File: config.mk
export PLATFORM = sky130hd
export DESIGN_NAME = fifo_queue_with_remove_at_index
export DESIGN_NICKNAME = d
export VERILOG_FILES = /design/src/rtl/core/fqr_pkg.sv /design/src/rtl/core/fqr_ram.sv /design/src/rtl/core/fifo_queue_with_remove_at_index.sv
export SDC_FILE = /design/constraint.sdc
export NUM_CORES = 1
export LEC_CHECK = 0
export ABC_AREA = 0
export BUFFER_PORTS_ARGS = -buffer_cell sky130_fd_sc_hd__buf_4
export CAP_MARGIN = 20
export CORE_MARGIN = 2
export CORE_UTILIZATION = 65
export CTS_BUF_LIST = sky130_fd_sc_hd__clkbuf_8
export DETAILED_ROUTE_END_ITERATION = 6
export PLACE_DENSITY = 0.87
export SLEW_MARGIN = 10
export SYNTH_ARGS = -nofsm -noshare
export SYNTH_HDL_FRONTEND = slang
export SYNTH_SLANG_ARGS = --single-unit
File: constraint.sdc
create_clock -name aclk -period 6.9 [get_ports aclk]
set_clock_uncertainty 0.1 [all_clocks]
set_input_delay 0 -clock aclk [delete_from_list [all_inputs] [get_ports aclk]]
set_output_delay 0 -clock aclk [all_outputs]
set_load 0.1 [all_outputs]
File: src/rtl/core/fqr_pkg.sv
// ----------------------------------------------------------------------------
// fqr_pkg
// Shared widths, defaults and command codes for the indexed-removal queue.
// ----------------------------------------------------------------------------
package fqr_pkg;

    localparam int DEPTH_DEF = 16;
    localparam int DATA_W    = 32;
    localparam int CMD_W     = 2;
    localparam int POS_W     = 4;
    localparam int LEN_W     = 5;
    localparam int S_TDATA_W = 40;
    localparam int M_TDATA_W = 40;

    localparam logic [CMD_W-1:0] CMD_ENQ = 2'd0;
    localparam logic [CMD_W-1:0] CMD_DEQ = 2'd1;
    localparam logic [CMD_W-1:0] CMD_REM = 2'd2;

endpackage

File: src/rtl/core/fqr_ram.sv
// ----------------------------------------------------------------------------
// fqr_ram
// Generic simple dual-port RAM: one write port, one read port, registered read.
// ----------------------------------------------------------------------------
module fqr_ram #(
    parameter int WIDTH = 32,
    parameter int DEPTH = 16
) (
    input  logic                     aclk,
    input  logic                     we,
    input  logic [$clog2(DEPTH)-1:0] waddr,
    input  logic [WIDTH-1:0]         wdata,
    input  logic [$clog2(DEPTH)-1:0] raddr,
    output logic [WIDTH-1:0]         rdata
);

    logic [WIDTH-1:0] mem [DEPTH];
    logic [WIDTH-1:0] rdata_reg;

    always_ff @(posedge aclk) begin
        if (we) begin
            mem[waddr] <= wdata;
        end
        rdata_reg <= mem[raddr];
    end

    assign rdata = rdata_reg;

endmodule

File: src/rtl/core/fifo_queue_with_remove_at_index.sv
// ----------------------------------------------------------------------------
// fifo_queue_with_remove_at_index
// Bounded queue of signed 32-bit words with dequeue and removal by position.
// ----------------------------------------------------------------------------
// Each input transfer carries a command on s_tuser: enqueue appends the word
// from s_tdata at the tail, dequeue removes the head word, remove-at removes
// the word at a zero-based position from the head and closes the gap. Each
// command yields exactly one result transfer: the removed word, an ok flag
// and the queue length after the step.
// Words live in a ring buffer in one RAM with a registered read port.
// Enqueue and any failed command finish in S_IDLE, dequeue in S_CAP after the
// registered RAM read; remove at a nonzero position p also passes through S_SHIFT,
// where the entries ahead of the gap move one place toward the tail, one read
// and one write per cycle through the single read port; the head then advances.
// A new command is accepted once the previous one has left for the output
// register, so only one command is in progress at a time.
// Reset empties the queue; RAM contents are not cleared and only words below
// the fill count are used. When the receiver stalls, the held result stays on
// m_tdata/m_tuser; a following command still executes and waits for the
// output register, and s_tready stays low until that result is loaded.
// ----------------------------------------------------------------------------
module fifo_queue_with_remove_at_index #(
    parameter int DEPTH = fqr_pkg::DEPTH_DEF
) (
    input  logic                           aclk,
    input  logic                           aresetn,
    input  logic                           s_tvalid,
    output logic                           s_tready,
    input  logic [fqr_pkg::S_TDATA_W-1:0]  s_tdata,   // in_data[31:0], position[35:32]
    input  logic [fqr_pkg::CMD_W-1:0]      s_tuser,   // command[1:0]
    output logic                           m_tvalid,
    input  logic                           m_tready,
    output logic [fqr_pkg::M_TDATA_W-1:0]  m_tdata,   // out_data[31:0], length[36:32]
    output logic                           m_tuser    // ok
);

    import fqr_pkg::*;

    localparam int AW   = $clog2(DEPTH);
    localparam int CW   = $clog2(DEPTH + 1);
    localparam int CMPW = (CW > POS_W) ? CW : POS_W;
    localparam logic [AW-1:0] LAST = AW'(DEPTH - 1);

    typedef enum logic [3:0] {
        S_IDLE  = 4'b0001,
        S_CAP   = 4'b0010,
        S_SHIFT = 4'b0100,
        S_OUT   = 4'b1000
    } state_t;

    state_t            state_reg, state_next;
    logic [CW-1:0]     count_reg, count_next;
    logic [AW-1:0]     head_reg, head_next;
    logic [AW-1:0]     src_reg, src_next;
    logic [AW-1:0]     left_reg, left_next;
    logic [DATA_W-1:0] word_reg, word_next;
    logic [DATA_W-1:0] pend_data_reg, pend_data_next;
    logic              pend_ok_reg, pend_ok_next;
    logic [LEN_W-1:0]  pend_len_reg, pend_len_next;
    logic              m_valid_reg, m_valid_next;
    logic [DATA_W-1:0] m_data_reg, m_data_next;
    logic              m_ok_reg, m_ok_next;
    logic [LEN_W-1:0]  m_len_reg, m_len_next;

    logic              ram_we;
    logic [AW-1:0]     ram_waddr;
    logic [DATA_W-1:0] ram_wdata;
    logic [AW-1:0]     ram_raddr;
    logic [DATA_W-1:0] ram_rdata;

    logic              fin;
    logic              fin_ok;
    logic [DATA_W-1:0] fin_data;
    logic              out_free;
    logic              rem_valid;
    logic [AW-1:0]     rem_off;
    logic [AW-1:0]     rem_addr;

    logic [CMD_W-1:0]  cmd;
    logic [DATA_W-1:0] in_data;
    logic [POS_W-1:0]  position;

    assign cmd      = s_tuser;
    assign in_data  = s_tdata[DATA_W-1:0];
    assign position = s_tdata[DATA_W+POS_W-1:DATA_W];

    function automatic logic [AW-1:0] add_wrap(input logic [AW-1:0] a, input logic [AW-1:0] b);
        logic [AW:0] sum;
        sum = {1'b0, a} + {1'b0, b};
        if (sum >= (AW+1)'(DEPTH)) begin
            sum = sum - (AW+1)'(DEPTH);
        end
        return sum[AW-1:0];
    endfunction

    function automatic logic [AW-1:0] inc_wrap(input logic [AW-1:0] a);
        return (a == LAST) ? '0 : a + 1'b1;
    endfunction

    function automatic logic [AW-1:0] dec_wrap(input logic [AW-1:0] a);
        return (a == '0) ? LAST : a - 1'b1;
    endfunction

    fqr_ram #(
        .WIDTH(DATA_W),
        .DEPTH(DEPTH)
    ) u_ram (
        .aclk (aclk),
        .we   (ram_we),
        .waddr(ram_waddr),
        .wdata(ram_wdata),
        .raddr(ram_raddr),
        .rdata(ram_rdata)
    );

    assign out_free = !m_valid_reg || m_tready;
    assign rem_valid = (cmd == CMD_DEQ) ? (count_reg != '0)
                                        : (CMPW'(position) < CMPW'(count_reg));
    assign rem_off  = (cmd == CMD_DEQ) ? '0 : AW'(position);
    assign rem_addr = add_wrap(head_reg, rem_off);

    always_comb begin
        state_next     = state_reg;
        count_next     = count_reg;
        head_next      = head_reg;
        src_next       = src_reg;
        left_next      = left_reg;
        word_next      = word_reg;
        pend_data_next = pend_data_reg;
        pend_ok_next   = pend_ok_reg;
        pend_len_next  = pend_len_reg;
        m_valid_next   = m_valid_reg && !m_tready;
        m_data_next    = m_data_reg;
        m_ok_next      = m_ok_reg;
        m_len_next     = m_len_reg;
        ram_we         = 1'b0;
        ram_waddr      = add_wrap(head_reg, AW'(count_reg));
        ram_wdata      = in_data;
        ram_raddr      = head_reg;
        fin            = 1'b0;
        fin_ok         = 1'b0;
        fin_data       = '0;

        unique case (state_reg)
            S_IDLE: begin
                if (s_tvalid) begin
                    fin = 1'b1;
                    unique case (cmd) inside
                        CMD_ENQ: begin
                            if (count_reg < CW'(DEPTH)) begin
                                ram_we     = 1'b1;
                                count_next = count_reg + 1'b1;
                                fin_ok     = 1'b1;
                            end
                        end
                        CMD_DEQ, CMD_REM: begin
                            if (rem_valid) begin
                                fin        = 1'b0;
                                ram_raddr  = rem_addr;
                                src_next   = rem_addr;
                                left_next  = rem_off;
                                state_next = S_CAP;
                            end
                        end
                        default: begin
                            fin_ok = 1'b0;
                        end
                    endcase
                end
            end
            S_CAP: begin
                word_next = ram_rdata;
                if (left_reg == '0) begin
                    fin        = 1'b1;
                    fin_ok     = 1'b1;
                    fin_data   = ram_rdata;
                    head_next  = inc_wrap(head_reg);
                    count_next = count_reg - 1'b1;
                end else begin
                    ram_raddr  = dec_wrap(src_reg);
                    src_next   = dec_wrap(src_reg);
                    left_next  = left_reg - 1'b1;
                    state_next = S_SHIFT;
                end
            end
            S_SHIFT: begin
                ram_we    = 1'b1;
                ram_waddr = inc_wrap(src_reg);
                ram_wdata = ram_rdata;
                if (left_reg == '0) begin
                    fin        = 1'b1;
                    fin_ok     = 1'b1;
                    fin_data   = word_reg;
                    head_next  = inc_wrap(head_reg);
                    count_next = count_reg - 1'b1;
                end else begin
                    ram_raddr = dec_wrap(src_reg);
                    src_next  = dec_wrap(src_reg);
                    left_next = left_reg - 1'b1;
                end
            end
            S_OUT: begin
                if (out_free) begin
                    m_valid_next = 1'b1;
                    m_data_next  = pend_data_reg;
                    m_ok_next    = pend_ok_reg;
                    m_len_next   = pend_len_reg;
                    state_next   = S_IDLE;
                end
            end
            default: begin
                state_next = S_IDLE;
            end
        endcase

        if (fin) begin
            if (out_free) begin
                m_valid_next = 1'b1;
                m_data_next  = fin_data;
                m_ok_next    = fin_ok;
                m_len_next   = LEN_W'(count_next);
                state_next   = S_IDLE;
            end else begin
                pend_data_next = fin_data;
                pend_ok_next   = fin_ok;
                pend_len_next  = LEN_W'(count_next);
                state_next     = S_OUT;
            end
        end
    end

    always_ff @(posedge aclk) begin
        if (!aresetn) begin
            state_reg   <= S_IDLE;
            count_reg   <= '0;
            head_reg    <= '0;
            m_valid_reg <= 1'b0;
        end else begin
            state_reg   <= state_next;
            count_reg   <= count_next;
            head_reg    <= head_next;
            m_valid_reg <= m_valid_next;
        end
        src_reg       <= src_next;
        left_reg      <= left_next;
        word_reg      <= word_next;
        pend_data_reg <= pend_data_next;
        pend_ok_reg   <= pend_ok_next;
        pend_len_reg  <= pend_len_next;
        m_data_reg    <= m_data_next;
        m_ok_reg      <= m_ok_next;
        m_len_reg     <= m_len_next;
    end

    assign s_tready = (state_reg == S_IDLE);
    assign m_tvalid = m_valid_reg;
    assign m_tdata  = {{(M_TDATA_W - DATA_W - LEN_W){1'b0}}, m_len_reg, m_data_reg};
    assign m_tuser  = m_ok_reg;

endmodule

==> impl_metrics.yaml, run 1 <==
placed_design:
  dpl_worst_slack_ps: 2170
  place.gp.congestion: 0.857
  detailed_place_hpwl_um: 30600
  placed_cells_incl_taps: 2163
  placement.io_buffers: 81
sta:
  tightest_slew_ps: 1110
  timing.final.crit_period_ps: 4910
  rsz0062_at_grt: "no"
  finalWorstSetupSlack_ps: 1990
  finalMaxSlewViolations: 0
  finalSetupViolCount: 0
  min_period_over_period: 0.712
  upper_clock_frequency_limit_mhz: 204
  hold_slack_final_ps: 55.1
  sum_neg_setup_slack_ps: 0
  max_slew_margin_vs_limit: 0.259
  report.final.hold_viol_count: 0
outcome:
  status: "complete, no violations"
floorplanning:
  coreArea_mm2: 0.0398
  fp.dieArea_mm2: 0.0421
  top_level_ports: 89
  die_w_um: 205
  num_rows: 73
  initial_utilization: 0.660
  die_y_um: 205
cts:
  root_buffer: "clkbuf_8"
  cts_tree: "built"
  cts_made_buffers: 98
  cts_setup_buffers: 0
  clkTransAtPathRegs_ps: 60
  clockBufferDepth: 3
  insertion_delay_ps: 680
  clock_tree.htree_level_count: 3
  clock-sinks: 674
final_layout:
  drive_gt1_frac: 0.166
  area_delta_synth_final_pct: 12.9
  top_register: "u_ram.mem"
  instances_no_fill: 2388
  final_net_count: 1846
  num_antenna_cells: 0
  max_reg_flops: 512
critical_path:
  worst_path_max_delay_cell: "or4_1"
  worst_path_largest_cell_delay_ps: 580
  critPathMostFrequentCell: "mux2i_1"
  critPathLaunchType: "register"
  worstPathCellList: "inv_1, ha_1, a211o_1, a31oi_1, o211a_2, mux2i_1, a222oi_1, buf_12, buf_4, mux2i_1, o22ai_1, or4_1"
  criticalPathCategory: "register to register"
  crit_arrival_ps: 5340
  critical_path.top_delay_family: "compound AO/OA/AOI/OAI gates"
  endpoint_kind: "register"
  worstPathBufferInverterCount: 3
  critical_path_peak_fanout: 126
  required_time_of_the_worst_setup_path_ps: 7330
power_and_ir_drop:
  power.density_cell_area_mw_per_mm2: 267
  intPower_w: 0.00610
  total_leakage_power_nw: 11.9
  flop_pwr_share: 0.573
  p_sw_frac: 0.231
  p_switching_w: 0.00183
  power_w: 0.00794
  share_comb_of_total_power: 0.053
  power.ir.vdd_worst_v: 0.000179
  power_frac_clock: 0.373
detailed_routing:
  total_via_count_after_detailed_routing: 15275
  dr.first_iter.drc_count: 1660
  detailedRoute.firstPassIterationCount: 6
  drt-wirelength-per-cell_um: 25.0
  viasPerCell: 6.40
  wirelength_um: 59700
  remaining_drc_errors: 0
  route.antenna.remaining_nets: 0
global_routing:
  grt_pass1_wl_um: 88300
  grt_remaining_overflow: 0
  groute.layer.met3.usage: 0.0590
  top_usage_layer: "met2"
  first_global_vias: 15372
  largest_net_degree_at_the_start_of_global_routing: 127
  grt_util_met2: 0.479
  grt.met1_usage: 0.362
  globalRouteTotalUtil: 0.286
  initial_antenna_violation_count: 0
synth:
  yosysUniqueCellTypes: 61
  synth_enable_flop_cells: 590
  postSynthCellCount: 1606
  async_reset_ff_frac: 0
  synth_top_flop_cell: "edfxtp_1"
  yosys_warnings: 0
  synth_seq_area_share: 0.738
  post_synth_instance_area_mm2: 0.0263
  synth-seq-cells: 674
  synthesis.area_per_instance_um2: 16.4
hold_path:
  holdCritPathClass: "input pin to register"
run:
  maxCapViolations: 0
[power groups by stage]
stage	sequential (W)	combinational, W	clock, W
floorplan	0.00465	0.000249	0
global placement	0.00463	0.000380	0
detailed placement	0.00463	0.000394	0
CTS	0.00455	0.000417	0.00296
global route	0.00455	0.000452	0.00315
finish	0.00455	0.000423	0.00296
[metrics by stage]
stage,utilization,cell area [um2]
detailed placement,0.689,27400
global placement,0.689,27400
CTS,0.745,29700
global route,0.745,29700
finish,0.745,29700
floorplan,-,26300
[layer usage]
layer / vias to the layer above / wire length, um
met5: - / 0
met2: 917 / 29400
met3: 174 / 5730
met4: 0 / 2180
li1: 6654 / -
met1: 7530 / 22500
[cell families after synthesis]
logic type / share of synthesized area
simple gates: 0.0442
fa+ha+maj: 0.0106
other cells: 0.000143
xor+xnor: 0.00466
buf+inv: 0.0240
compound gates: 0.0659
mux: 0.113
flops: 0.738
[final timing paths]
| check | cells after the start | end | slack (ps) | from |
|---|---|---|---|---|
| setup / recovery | 12 | u_ram.rdata[24]$_DFF_P_ | 1990 | count_reg[2]$_SDFF_PN0_ |
| hold / removal | 3 | count_reg[1]$_SDFF_PN0_ | 60 | aresetn |
| setup reg to reg | 12 | u_ram.rdata[24]$_DFF_P_ | 1990 | count_reg[2]$_SDFF_PN0_ |
| hold reg to reg | 2 | m_data_reg[22]$_DFF_P_ | 340 | m_data_reg[22]$_DFF_P_ |
[worst reg2reg max path, cell delays in order, from the launching register on]
cell and delay, ps:
dfxtp_1 540, inv_1 100, ha_1 300, a211o_1 290, a31oi_1 190, o211a_2 280
mux2i_1 90, a222oi_1 470, buf_12 570, buf_4 820, mux2i_1 300, o22ai_1 140
or4_1 580
[final cells by class]
| type | count | area (um2) |
|---|---|---|
| Multi-Input combinational cell | 828 | 6420 |
| Fill cell | 2170 | 10100 |
| Sequential cell | 674 | 19400 |
| Inverter | 18 | 67.6 |
| Timing Repair Buffer | 159 | 1310 |
| Clock inverter | 78 | 373 |
| Clock buffer | 106 | 1460 |
| Tap cell | 525 | 657 |
[cells in the final DEF (no fill, tap or decap), types with 47 or more instances in the layout]
cell      netlist  final
a22oi_1        67     67
buf_4          22    117
clkbuf_8        0    106
dfxtp_1        84     84
edfxtp_1      590    590
inv_1          17     70
mux2i_1       259    259
nand2_1        98     98
nor2_1         67     47
o22ai_1       130    130
[timing repair]
action                                 4_1_cts  5_1_grt
hold buffers                                41        0
endpoints found under the hold margin      599        0
gates resized for setup                      0        0
[cell usage after synthesis (all sizes together), types with 14 or more instances]
master    n  area (um2)
a21oi    16        95.1
a22oi    67         503
buf      58         452
clkbuf   30         113
dfxtp    84        1680
edfxtp  590       17700
ha       19         238
inv      18        67.6
mux2     33         372
mux2i   259        2590
nand2    99         379
nor2     68         258
o21ai    14        70.1
o22ai   130         813
or4      33         248
Power figures use the tool's default switching activity.
==> inputs of run 2 (changes only) <==
- CORE_UTILIZATION: 65 -> 64
- PLACE_DENSITY: 0.87 -> 0.86
- clock period: 6.9 -> 4.6 ns (I/O delays scaled with it)
==> impl_metrics.yaml, run 2 (synthesis results as in run 1) <==
outcome:
  status: "complete, no violations"
floorplanning:
  num_rows: 74
  initial_utilization: 0.647
  die_w_um: 207
  fp.dieArea_mm2: 0.0427
  coreArea_mm2: 0.0406
  die_y_um: 207
  top_level_ports: 89
final_layout:
  final_net_count: 1872
  drive_gt1_frac: 0.181
  top_register: "u_ram.mem"
  max_reg_flops: 512
  leading_cell_type_in_the_layout_fill_and_taps_excluded: "edfxtp_1"
  mostFrequentLayoutCells: "590 x edfxtp_1, 259 x mux2i_1, 130 x o22ai_1"
  num_antenna_cells: 0
  filler_cell_count: 2257
  area_delta_synth_final_pct: 14.8
  instances_no_fill: 2424
cts:
  cts_setup_buffers: 0
  cts_made_buffers: 102
  clkTransAtPathRegs_ps: 60
  root_buffer: "clkbuf_8"
  cts_tree: "built"
  post_cts_hold_buffer_count: 44
  clock_tree.htree_level_count: 3
  clock-sinks: 674
  cts_repair_resize_count: 0
  clockBufferDepth: 3
  insertion_delay_ps: 690
sta:
  report.final.hold_viol_count: 0
  min_period_over_period: 0.918
  max_slew_margin_vs_limit: 0.295
  finalMaxSlewViolations: 0
  finalSetupViolCount: 0
  hold_slack_final_ps: 59.4
  tightest_slew_ps: 1060
  sum_neg_setup_slack_ps: 0
  timing.final.crit_period_ps: 4220
  upper_clock_frequency_limit_mhz: 237
  rsz0062_at_grt: "no"
global_routing:
  largest_net_degree_at_the_start_of_global_routing: 65
  groute.layer.met3.usage: 0.0573
  grt_util_met2: 0.459
  grt.met1_usage: 0.374
  first_global_vias: 15006
  initial_antenna_violation_count: 1
  grt_pass1_wl_um: 87800
  top_usage_layer: "met2"
  globalRouteTotalUtil: 0.280
  grt_remaining_overflow: 0
critical_path:
  criticalPathCategory: "register to register"
  crit_start: "count_reg[2]$_SDFF_PN0_"
  required_time_of_the_worst_setup_path_ps: 5040
  worstSetupEndpoint: "u_ram.rdata[14]$_DFF_P_"
  timing.rr.end: "u_ram.rdata[14]$_DFF_P_"
  crit_arrival_ps: 4660
  setup.reg_to_reg.worst_slack_ps: 380
  endpoint_kind: "register"
  timing.reg2reg.worst_path_depth: 13
  critical_path_peak_fanout: 33
  r2r_start: "count_reg[2]$_SDFF_PN0_"
  critPathLaunchType: "register"
power_and_ir_drop:
  p_sw_frac: 0.227
  power.ir.vdd_worst_v: 0.000264
  flop_pwr_share: 0.558
  p_switching_w: 0.00279
  intPower_w: 0.00947
  total_leakage_power_nw: 12.1
  power.density_cell_area_mw_per_mm2: 406
  power_frac_clock: 0.389
  share_comb_of_total_power: 0.053
detailed_routing:
  total_via_count_after_detailed_routing: 15295
  dr.first_iter.drc_count: 1865
  viasPerCell: 6.31
  remaining_drc_errors: 0
  route.antenna.remaining_nets: 0
  detailedRoute.firstPassIterationCount: 6
  wirelength_um: 59600
  drt-wirelength-per-cell_um: 24.6
placed_design:
  placement.io_buffers: 81
  placed_cells_incl_taps: 2189
  place.gp.congestion: 0.841
  detailed_place_hpwl_um: 32200
hold_path:
  holdCritStartpoint: "s_tuser[1]"
  holdCritPathClass: "input pin to register"
run:
  maxCapViolations: 0
-- run 2: how the worst min path moves through the flow --
stage	slack, ps	depth (start not counted)	to
floorplan	-20	1	state_reg[0]$_SDFFE_PN1P_
global placement	140	2	state_reg[0]$_SDFFE_PN1P_
detailed placement	140	2	state_reg[0]$_SDFFE_PN1P_
CTS	20	6	pend_ok_reg$_DFFE_PP_
global route	100	6	state_reg[1]$_SDFFE_PN0P_
finish	60	6	pend_ok_reg$_DFFE_PP_
-- run 2: critical path, cell delays in order (launching register included) --
cell and delay, ps:
dfxtp_1 550, inv_1 100, ha_1 300, a211o_1 290, a31oi_1 220, o211a_2 300, mux2i_1 100, a222oi_1 460
buf_12 220, buf_12 260, buf_4 220, mux2i_1 250, o22ai_1 130, or4_1 540
-- run 2: metal layers --
layer  wire length, um  part of all wire
met5                 0                 0
met4              1770             0.030
met3              5650             0.095
met2             29100              0.49
met1             23100              0.39
-- run 2: stage by stage --
step                      utilization  power, W  setup slack (ps)  instance area (um2)
after floorplan                     -   0.00734               133                26300
after global placement          0.683   0.00753               656                27700
after detailed placement        0.683   0.00757               534                27700
after CTS                       0.743    0.0123               467                30200
after global routing            0.743    0.0126               256                30200
final                           0.743    0.0123               379                30200
-- run 2: power by group through the flow --
stage               Clock (W)  Sequential [W]  Combinational (W)
global placement            0         0.00695           0.000585
finish                0.00477         0.00684           0.000654
global route          0.00505         0.00684           0.000696
CTS                   0.00481         0.00683           0.000646
detailed placement          0         0.00696           0.000610
floorplan                   0         0.00697           0.000374
-- run 2: cell type report --
type,instances,area [um2],area share
flip-flops and latches,674,19400,0.642
inverters,18,67.6,0.00224
clock inverters,77,434,0.0144
well taps,532,666,0.0220
multi-input cells,828,6430,0.213
clock buffers,114,1570,0.0520
repair buffers,181,1630,0.0540
